[src/sv/dhad_pkg.sv]
// Shared types and constants for the two-channel arrival difference block.
// Used by dhad_core and by the top level dual_hydrophone_arrival_difference.
package dhad_pkg;

  // Field and counter widths.
  localparam int QUIET_W = 20;
  localparam int WIN_W   = 14;
  localparam int IDX_W   = 13;
  localparam int DIFF_W  = 14;
  localparam int ERR_W   = 2;

  // Largest capture window in samples.
  localparam logic [WIN_W-1:0] MAX_WINDOW = WIN_W'(8192);

  // Saturation value of the quiet counter.
  localparam logic [QUIET_W-1:0] QUIET_MAX = '1;

  // Register reset values.
  localparam logic [QUIET_W-1:0] QUIET_RESET  = QUIET_W'(300000);
  localparam logic [WIN_W-1:0]   WIN_RESET    = WIN_W'(8000);
  localparam logic [IDX_W-1:0]   MAXD_RESET   = IDX_W'(200);

  // Register indexes on the configuration port (byte address / 4).
  localparam logic [1:0] REG_QUIET_TICKS    = 2'd0;
  localparam logic [1:0] REG_WINDOW_LENGTH  = 2'd1;
  localparam logic [1:0] REG_MAX_DIFFERENCE = 2'd2;

  // Result error codes.
  localparam logic [ERR_W-1:0] ERR_NONE    = 2'd0;
  localparam logic [ERR_W-1:0] ERR_BETWEEN = 2'd1;
  localparam logic [ERR_W-1:0] ERR_MISS    = 2'd2;
  localparam logic [ERR_W-1:0] ERR_RANGE   = 2'd3;

  // Capture phases.
  localparam logic PH_QUIET   = 1'b0;
  localparam logic PH_CAPTURE = 1'b1;

  // Configuration registers as seen by the core.
  typedef struct packed {
    logic [QUIET_W-1:0] quiet_ticks;
    logic [WIN_W-1:0]   window_length;
    logic [IDX_W-1:0]   max_difference;
  } cfg_t;

  // One result item.
  typedef struct packed {
    logic [DIFF_W-1:0] arrival_difference;
    logic [ERR_W-1:0]  error_code;
  } result_t;

endpackage

[src/sv/dhad_core.sv]
// Quiet-wait and capture-window state for the arrival difference block.
// Depends on dhad_pkg; advances one sample per accepted item.
module dhad_core (
  input  logic              clk,
  input  logic              rst,
  input  dhad_pkg::cfg_t    cfg,
  input  logic              step,
  input  logic              trip_a,
  input  logic              trip_b,
  output logic              res_valid,
  output dhad_pkg::result_t res
);

  logic                         phase, phase_next;
  logic [dhad_pkg::QUIET_W-1:0] quiet_count, quiet_count_next;
  logic [dhad_pkg::IDX_W-1:0]   sample_index, sample_index_next;
  logic                         latched_a, latched_a_next;
  logic                         latched_b, latched_b_next;
  logic [dhad_pkg::IDX_W-1:0]   first_index_a, first_index_a_next;
  logic [dhad_pkg::IDX_W-1:0]   first_index_b, first_index_b_next;
  logic                         found_a, found_a_next;
  logic                         found_b, found_b_next;
  logic                         start_tripped, start_tripped_next;

  logic [dhad_pkg::QUIET_W-1:0] quiet_need;
  logic [dhad_pkg::QUIET_W-1:0] quiet_inc;
  logic [dhad_pkg::WIN_W-1:0]   win_eff;
  logic [dhad_pkg::WIN_W-1:0]   index_plus;
  logic                         window_done;
  logic signed [dhad_pkg::DIFF_W-1:0] diff;
  logic [dhad_pkg::DIFF_W-1:0]  mag;

  // Effective register values after clamping.
  always_comb begin
    quiet_need = (cfg.quiet_ticks == '0) ? dhad_pkg::QUIET_W'(1) : cfg.quiet_ticks;
    if (cfg.window_length == '0) begin
      win_eff = dhad_pkg::WIN_W'(1);
    end else if (cfg.window_length > dhad_pkg::MAX_WINDOW) begin
      win_eff = dhad_pkg::MAX_WINDOW;
    end else begin
      win_eff = cfg.window_length;
    end
    quiet_inc  = (quiet_count == dhad_pkg::QUIET_MAX) ? quiet_count : quiet_count + 1'b1;
    index_plus = {1'b0, sample_index} + dhad_pkg::WIN_W'(1);
    window_done = (index_plus >= win_eff);
  end

  // Next state for one sample, plus the result when a window closes with a trip.
  always_comb begin
    phase_next         = phase;
    quiet_count_next   = quiet_count;
    sample_index_next  = sample_index;
    latched_a_next     = latched_a;
    latched_b_next     = latched_b;
    first_index_a_next = first_index_a;
    first_index_b_next = first_index_b;
    found_a_next       = found_a;
    found_b_next       = found_b;
    start_tripped_next = start_tripped;
    res_valid          = 1'b0;
    diff               = '0;
    mag                = '0;
    res.error_code         = dhad_pkg::ERR_NONE;
    res.arrival_difference = '0;

    if (step) begin
      if (phase == dhad_pkg::PH_QUIET) begin
        // Count trip-free samples; any trip restarts the count.
        if (trip_a || trip_b) begin
          quiet_count_next = '0;
        end else if (quiet_inc >= quiet_need) begin
          phase_next         = dhad_pkg::PH_CAPTURE;
          quiet_count_next   = '0;
          sample_index_next  = '0;
          latched_a_next     = 1'b0;
          latched_b_next     = 1'b0;
          first_index_a_next = '0;
          first_index_b_next = '0;
          found_a_next       = 1'b0;
          found_b_next       = 1'b0;
          start_tripped_next = 1'b0;
        end else begin
          quiet_count_next = quiet_inc;
        end
      end else begin
        // Latch trips and record the first index at which each latch is set.
        latched_a_next = latched_a | trip_a;
        latched_b_next = latched_b | trip_b;
        if (sample_index == '0) begin
          start_tripped_next = start_tripped | latched_a_next | latched_b_next;
        end else begin
          if (latched_a_next && !found_a) begin
            found_a_next       = 1'b1;
            first_index_a_next = sample_index;
          end
          if (latched_b_next && !found_b) begin
            found_b_next       = 1'b1;
            first_index_b_next = sample_index;
          end
        end

        // Evaluate the window outcome from the updated capture state.
        diff = $signed({1'b0, first_index_b_next}) - $signed({1'b0, first_index_a_next});
        mag  = diff[dhad_pkg::DIFF_W-1] ? dhad_pkg::DIFF_W'(-diff) : dhad_pkg::DIFF_W'(diff);

        if (!window_done) begin
          sample_index_next = sample_index + 1'b1;
        end else begin
          if (latched_a_next || latched_b_next) begin
            res_valid = 1'b1;
            if (start_tripped_next) begin
              res.error_code = dhad_pkg::ERR_BETWEEN;
            end else if (!found_a_next || !found_b_next) begin
              res.error_code = dhad_pkg::ERR_MISS;
            end else begin
              res.arrival_difference = diff;
              res.error_code = (mag > {1'b0, cfg.max_difference}) ?
                               dhad_pkg::ERR_RANGE : dhad_pkg::ERR_NONE;
            end
            phase_next       = dhad_pkg::PH_QUIET;
            quiet_count_next = '0;
          end
          // Either way the capture state starts over.
          sample_index_next  = '0;
          latched_a_next     = 1'b0;
          latched_b_next     = 1'b0;
          first_index_a_next = '0;
          first_index_b_next = '0;
          found_a_next       = 1'b0;
          found_b_next       = 1'b0;
          start_tripped_next = 1'b0;
        end
      end
    end
  end

  // State registers.
  always_ff @(posedge clk) begin
    if (rst) begin
      phase         <= dhad_pkg::PH_QUIET;
      quiet_count   <= '0;
      sample_index  <= '0;
      latched_a     <= 1'b0;
      latched_b     <= 1'b0;
      first_index_a <= '0;
      first_index_b <= '0;
      found_a       <= 1'b0;
      found_b       <= 1'b0;
      start_tripped <= 1'b0;
    end else begin
      phase         <= phase_next;
      quiet_count   <= quiet_count_next;
      sample_index  <= sample_index_next;
      latched_a     <= latched_a_next;
      latched_b     <= latched_b_next;
      first_index_a <= first_index_a_next;
      first_index_b <= first_index_b_next;
      found_a       <= found_a_next;
      found_b       <= found_b_next;
      start_tripped <= start_tripped_next;
    end
  end

endmodule

[src/sv/dual_hydrophone_arrival_difference.sv]
// Top level of the two-channel arrival difference block: configuration
// registers, input stream, output register. Depends on dhad_pkg and dhad_core.

// Each input item is one sample holding a trip bit per hydrophone. The block
// waits for quiet_ticks trip-free samples, then captures windows of
// window_length samples until a window ends with a trip, and then emits one
// result: the first trip index of channel b minus that of channel a, with an
// error code. The block takes one item per clock cycle; a result appears on
// the output register the cycle after the item that closes its window is
// accepted. The one-entry output register sets the rate under backpressure:
// input is taken whenever that register is empty or being drained.
module dual_hydrophone_arrival_difference (
  input  logic        clk,
  input  logic        rst,
  // Configuration port
  input  logic        psel,
  input  logic        penable,
  input  logic        pwrite,
  input  logic [3:0]  paddr,
  input  logic [31:0] pwdata,
  output logic [31:0] prdata,
  output logic        pready,
  // Input stream
  input  logic        s_tvalid,
  output logic        s_tready,
  input  logic [7:0]  s_tdata,   // [0] trip_a, [1] trip_b, [7:2] zero
  // Result stream
  output logic        m_tvalid,
  input  logic        m_tready,
  output logic [15:0] m_tdata    // [1:0] error_code, [15:2] arrival_difference
);

  dhad_pkg::cfg_t    cfg;
  dhad_pkg::result_t res;
  dhad_pkg::result_t out_reg;
  logic              res_valid;
  logic              step;
  logic              cfg_write;

  assign pready    = 1'b1;
  assign cfg_write = psel & penable & pwrite;

  // Configuration register writes.
  always_ff @(posedge clk) begin
    if (rst) begin
      cfg.quiet_ticks    <= dhad_pkg::QUIET_RESET;
      cfg.window_length  <= dhad_pkg::WIN_RESET;
      cfg.max_difference <= dhad_pkg::MAXD_RESET;
    end else if (cfg_write) begin
      unique case (paddr[3:2])
        dhad_pkg::REG_QUIET_TICKS:    cfg.quiet_ticks    <= pwdata[dhad_pkg::QUIET_W-1:0];
        dhad_pkg::REG_WINDOW_LENGTH:  cfg.window_length  <= pwdata[dhad_pkg::WIN_W-1:0];
        dhad_pkg::REG_MAX_DIFFERENCE: cfg.max_difference <= pwdata[dhad_pkg::IDX_W-1:0];
        default: ;
      endcase
    end
  end

  // Register read-back.
  always_comb begin
    unique case (paddr[3:2])
      dhad_pkg::REG_QUIET_TICKS:    prdata = 32'(cfg.quiet_ticks);
      dhad_pkg::REG_WINDOW_LENGTH:  prdata = 32'(cfg.window_length);
      dhad_pkg::REG_MAX_DIFFERENCE: prdata = 32'(cfg.max_difference);
      default:                      prdata = '0;
    endcase
  end

  // An item is taken whenever the output register is free or being drained.
  assign s_tready = !m_tvalid || m_tready;
  assign step     = s_tvalid && s_tready;

  dhad_core u_core (
    .clk       (clk),
    .rst       (rst),
    .cfg       (cfg),
    .step      (step),
    .trip_a    (s_tdata[0]),
    .trip_b    (s_tdata[1]),
    .res_valid (res_valid),
    .res       (res)
  );

  // Output register.
  always_ff @(posedge clk) begin
    if (rst) begin
      m_tvalid <= 1'b0;
    end else if (step && res_valid) begin
      m_tvalid <= 1'b1;
    end else if (m_tready) begin
      m_tvalid <= 1'b0;
    end
  end

  always_ff @(posedge clk) begin
    if (step && res_valid) begin
      out_reg <= res;
    end
  end

  assign m_tdata = out_reg;

endmodule

[config.mk]
export PLATFORM = sky130hd
export DESIGN_NAME = dual_hydrophone_arrival_difference
export DESIGN_NICKNAME = d
export VERILOG_FILES = /design/src/sv/dhad_pkg.sv /design/src/sv/dhad_core.sv /design/src/sv/dual_hydrophone_arrival_difference.sv
export SDC_FILE = /design/constraint.sdc
export NUM_CORES = 1
export LEC_CHECK = 0
export ABC_CLOCK_PERIOD_IN_PS = 6400
export BUFFER_PORTS_ARGS = -buffer_cell sky130_fd_sc_hd__buf_2
export CAP_MARGIN = 25
export CORE_MARGIN = 4
export CORE_UTILIZATION = 59
export CTS_CLUSTER_DIAMETER = 150
export CTS_CLUSTER_SIZE = 30
export DETAILED_ROUTE_END_ITERATION = 16
export HOLD_SLACK_MARGIN = 0.05
export PLACE_DENSITY_LB_ADDON = 0.25
export SLEW_MARGIN = 15
export SYNTH_ARGS = -nofsm -noshare
export SYNTH_HDL_FRONTEND = slang
export SYNTH_SLANG_ARGS = --single-unit
[constraint.sdc]
create_clock -name clk -period 6.4 [get_ports clk]
set_input_delay 0.32 -clock clk [delete_from_list [all_inputs] [get_ports clk]]
set_output_delay 0.32 -clock clk [all_outputs]
set_load 0.01 [all_outputs]
# Yosys cells after proc, flatten, opt, wreduce, memory -nomap -nowiden
# Index checks and enable logic that the tools add are counted.
# totals
ff_bits	129
in_bits	51
output_inout_bits	51
elab_cells	133
# classes
n_addsub	5
order_cmp	4
n_eq_ne	6
mux	64
bitwise_logic	10
n_reduce_logical	27
# op_table
operator	n
$mux 13	16
$mux 20	7
$pmux 20 s3	1
$mux 14	3
$mux 1	35
$add 20x1->20 const B	1
$eq 20x20->1 const B	1
$ge 20x20->1	1
$logic_not 20->1	1
$add 13x1->14 const B	1
$ge 14x14->1	1
$gt 14x13->1	1
$gt 14x14->1 const B	1
$logic_not 14->1	1
$neg 14->14	1
$sub 13x13->14	1
$add 13x1->13 const B	1
$logic_not 13->1	1
$reduce_and 2->1	3
$reduce_and 3->1	2
$reduce_or 6->1	1
$logic_not 1->1	5
$reduce_or 5->1	1
$logic_and 1x1->1	4
12 further kinds	25

# Depth between registers and ports, before layout
# depth
word_depth	13
ltp_mapped	28
depth_no_buf	26

# Cells and area by module
# Synthesis repeated with hierarchy kept, for this count alone.
# hier_totals
cells_unflattened	1077
area_unflattened_um2	9047.4
# by_module_without_submodules
mod	n_inst	cells_each	area_per_inst_um2	seq_area_each_um2
dhad_core	1	798	6144.6	1301.2
dual_hydrophone_arrival_difference	1	279	2902.8	1441.4

# Least setup slack after synthesis
# No wires, ideal clock.
# synth_path
path_kind	flip-flop to flip-flop
start	register u_core.sample_index[0] (netlist bit)
end	register out_reg, in the netlist m_tdata[0], data pin
arrival_time_ns	5.347
t_required_ns	6.141
slack_ns	0.794
stages_incl_launch_ff	26
n_path_buf	1
synth_period_minus_slack_ns	5.606
cell_sequence	dfxtp_1 -> inv_1 -> ha_1 -> nor4b_1 -> nand3_1 -> o21a_1 -> nor2b_1 -> clkbuf_1 -> mux2_2 -> ha_1 -> a21o_1 -> a31o_1 -> nor3_1 -> nor2_1 -> or4_4 -> nor4_1 -> nor2_1 -> xnor2_1 -> ha_1 -> a21o_1 -> a21oi_1 -> and2b_2 -> a31oi_1 -> and3_1 -> a21oi_1 -> o21ai_1
# synth_via
elab_chain_len	11
# synth_rtl
item	line	rtl
from (decl)	dhad_core.sv:16	logic [dhad_pkg::IDX_W-1:0] sample_index, sample_index_next;
from (signal assigned)	dhad_core.sv:153	sample_index <= sample_index_next;
$logic_not 13->1, or another cell as far along	dhad_core.sv:89	if (sample_index == '0) begin
$mux 13	dhad_core.sv:89	
$mux 13	dhad_core.sv:67	if (phase == dhad_pkg::PH_QUIET) begin
$mux 13	dhad_core.sv:66	if (step) begin
$sub 13x13->14	dhad_core.sv:103	diff = $signed({1'b0, first_index_b_next}) - $signed({1'b0, first_index_a_next});
$neg 14->14	dhad_core.sv:104	mag = diff[dhad_pkg::DIFF_W-1] ? dhad_pkg::DIFF_W'(-diff) : dhad_pkg::DIFF_W'(diff);
$mux 14	dhad_core.sv:104	
$gt 14x13->1	dhad_core.sv:117	res.error_code = (mag > {1'b0, cfg.max_difference}) ?
$mux 2	dhad_core.sv:117	
$mux 2	dhad_core.sv:113	end else if (!found_a_next || !found_b_next) begin
$mux 1	dhad_core.sv:111	if (start_tripped_next) begin
to (signal assigned)	dual_hydrophone_arrival_difference.sv:97	out_reg <= res;
to (decl)	dual_hydrophone_arrival_difference.sv:35	dhad_pkg::result_t out_reg;
# Several ways; a longest one is shown, not always the timed one. The select of a mux whose other input is x is not followed.
# A chain may end at the register's enable or synchronous reset.

# Worst setup path after layout
# Same ends and word-level chain as after synthesis.

==> impl_results.md <==
* Outcome: completed
* Clock tree from TritonCTS: yes
* WHS at 0.1090 ns
* Maximum level of the CTS H-tree at 4
* Maximum clock insertion buffer count at 2
* Total power after layout at around 0.0019 W
* Die Y-Extent at 128.3 µm
* Fill cell total of the finished layout at 1152
* Total of cells resized after clock tree synthesis at 0
* Number of pins with negative max-slew slack in the final report at 0
* # clock sinks at 129
* Number of non-filler instances in the completed layout at 1280
* Multi-input gate area at roughly 5300 µm²
* Final Hold Vio Count at 0
* Arrival time of data at the critical path endpoint at 6.14 ns
* Time the final worst path needs with I/O delays and setup at 5.973 ns
* Worst min-delay path class: input port to register
* Clock network latency to the later pin of the worst-skew pair at 0.42 ns
* Cell chosen for the clock root: clkbuf_16
* Unrepaired setup endpoints after global routing: no
* Count of final setup violators at 0
* Layout Area Growth over Synthesis at 12.04%
* Setup total negative slack at 0 ns
* Count of routing violations after the opening detailed-route iteration at 753
* Fin worst setup slack at ~0.43 ns
* Register Area at 2743 µm²
* Post-Syn Instances at 1046
* 1st-pass router iterations at 5
* First-pass GRT wire length at 36.06 mm
* Maximum Capacitance Violations at 0
* # Post-CTS Setup Buffers at 0
* Residual DRC at 0
* Clock buffers created by TritonCTS at 17
* Crit-path max FO at 13
* Relative slew slack at 38.60%
* Syn Area/Cell at 8.165 µm²
* Warnings, synthesis at 0
* Residual antenna-violating net count after detailed routing at 0
* Die X-Extent at 128.3 µm
* Portion of the clock cycle consumed by the worst path in the final layout at between 90 and 100%
* Vias in the first global route at 7142
* Async S/R FF share, synth at 0%
* Std-Cell Rows at 43
* Leakage dissipation at approximately 4.2 nW
* DP Cell Count at 1247
* Type of element launching the critical path: register
* Maximum number of pins on one net before global-route repair at between 90 and 100
* Total track usage at 27.41%
* Wire length per cell after detailed routing at 17.44 µm
* Gr ovfl total at 0
* Required time at the worst-slack endpoint at 6.57 ns
* Sort of element at the end of the critical path: register
* Share of final-layout standard cells stronger than drive strength 1 at 14.00%
* Netlist area before placement at around 8500 µm²
* Setup slack at placement at 0.4843 ns
* Via density per instance at 6.052
* Full die area at around 16000 µm²
* Power density relative to cell area at 196.7 nW/µm²
* Main flop type after synthesis: dfxtp_1
* Register bit count reported by yosys at 129
* Hold bufs inserted after CTS at 0
* Most common library cell in the layout ignoring fill and taps: nand2_1
* PortBufs at 68
* Final RePlAce weighted congestion at approximately 0.85
* I/O pin count at 102
* Layout Nets at 1205
* Floorplan core area at between 10000 and 15000 µm²
* Clock slew at reported path FFs at approximately 0.060 ns
* Worst supply voltage drop on vdd at 232.3 µV
* Sequential cell area fraction in the yosys report at 32.11%
* EDFF count, synth at 16
* Number of antenna violations at the first check in global routing at 0
* Routed wire length at around 22 mm
* Most used cells in the layout excluding fill and tap cells: nand2_1 (149), dfxtp_1 (113), a21oi_1 (74)
* Diodes inserted at 0
* Highest clock frequency the design can meet at 167.4 MHz
* Final HPWL from detailed placement at 15.86 mm
* Clock tree skew after final layout at 0.008475 ns
* Worst setup path class: register to register
* Slew at the pin with the worst max-slew slack at 0.9210 ns
* Initial core utilization at 60.82%
* Count of different cell masters after synthesis at 76
* Vias at 7747
-- stage by stage --
step | utilization (%) | instance area [µm²]
floorplan | - | 8582
global placement | 63.66 | 8940
detailed placement | 63.66 | 8940
CTS | 67.81 | 9522
global route | 68.15 | 9569
finish | 68.15 | 9569
-- cell type report --
class	count	share of cell area, %
Sequential cell	129	28.66
Clock inverter	5	0.7845
Timing Repair Buffer	87	5.204
Multi-Input combinational cell	801	55.62
Inverter	53	2.079
Tap cell	180	2.354
Clock buffer	25	5.296
-- sequential cells by signal, indices dropped and copies added, names as in the netlist --
name                  count
m_tdata                  16
u_core.found_b            1
u_core.latched_b          1
u_core.sample_index      13
m_tvalid                  1
u_core.latched_a          1
u_core.found_a            1
cfg                      47
u_core.first_index_a     13
u_core.quiet_count       20
u_core.start_tripped      1
u_core.first_index_b     13
u_core.phase              1
-- critical path: stages (launching register included) --
cell     delay (ns)
dfxtp_1        0.43
inv_1          0.10
ha_1           0.20
nor4b_1        0.14
nand3_1        0.20
o21a_1         0.19
nor2b_1        0.22
buf_6          0.22
mux2_2         0.37
ha_1           0.38
a21o_1         0.22
a31o_1         0.22
nor3_1         0.24
nor2_1         0.14
or4_4          0.58
nor4_2         0.30
nor2_1         0.10
xnor2_1        0.18
ha_1           0.27
a21o_1         0.16
a21oi_1        0.18
and2b_2        0.16
a31oi_1        0.13
and3_1         0.22
a21oi_1        0.10
o21ai_1        0.07
-- synthesized netlist by cell type, drive strengths merged (16+ instances only) --
master / count / area (µm²)
a21oi: 74 / 370.4
and3: 20 / 127.6
buf: 16 / 111.4
clkbuf: 58 / 229.0
dfxtp: 113 / 2262
edfxtp: 16 / 480.5
ha: 64 / 800.8
inv: 53 / 198.9
mux2i: 30 / 300.3
nand2: 149 / 559.3
nand2b: 16 / 100.1
nand3: 43 / 220.2
nand3b: 35 / 262.8
nor2: 65 / 244.0
nor3: 18 / 95.09
o21ai: 31 / 155.1
o31ai: 18 / 135.1
xnor2: 27 / 244.0
xor2: 16 / 155.2
-- routing by layer --
metal / global-route usage, % / vias to the layer above / share of wire (%)
met5: 0 / - / 0
met4: 10.67 / 0 / 2.8
met3: 5.208 / 47 / 7.3
met2: 42.26 / 298 / 45
met1: 38.03 / 3612 / 45
li1: - / 3790 / -
-- power breakdown --
part	leakage, nW	switching [W]	internal (W)	total, W
Clock	0.288	0.000342	0.000621	0.000963
Combinational	2.78	0.0000583	0.0000324	0.0000907
Sequential	1.10	0.00000569	0.000823	0.000828
Total	4.17	0.000406	0.00148	0.00188
-- cell families after synthesis --
kind of cell / count (synthesis) / synth area share [%]
adder cells (fa/ha/maj): 65 / 9.610
other: 2 / 0.08793
AO/OA/AOI/OAI: 219 / 17.27
flip-flops: 129 / 32.11
AND/OR/NAND/NOR: 417 / 24.57
multiplexers: 44 / 5.362
XOR/XNOR: 43 / 4.673
buffers and inverters: 127 / 6.314
-- final timing paths --
| kind | start | end | slack, ns | cells past startpoint |
|---|---|---|---|---|
| worst min-delay path | pwdata[18] | cfg[45]$_SDFFE_PP1P_ | 0.11 | 2 |
| worst max register to register | u_core.sample_index[0]$_SDFFE_PP0P_ | m_tdata[0]$_SDFFCE_PN0P_ | 0.43 | 25 |
| worst min register to register | u_core.first_index_b[7]$_SDFFE_PP0P_ | u_core.first_index_b[7]$_SDFFE_PP0P_ | 0.48 | 2 |
| worst max-delay path | u_core.sample_index[0]$_SDFFE_PP0P_ | m_tdata[0]$_SDFFCE_PN0P_ | 0.43 | 25 |
No activity file was read; power rests on OpenSTA's default activity.
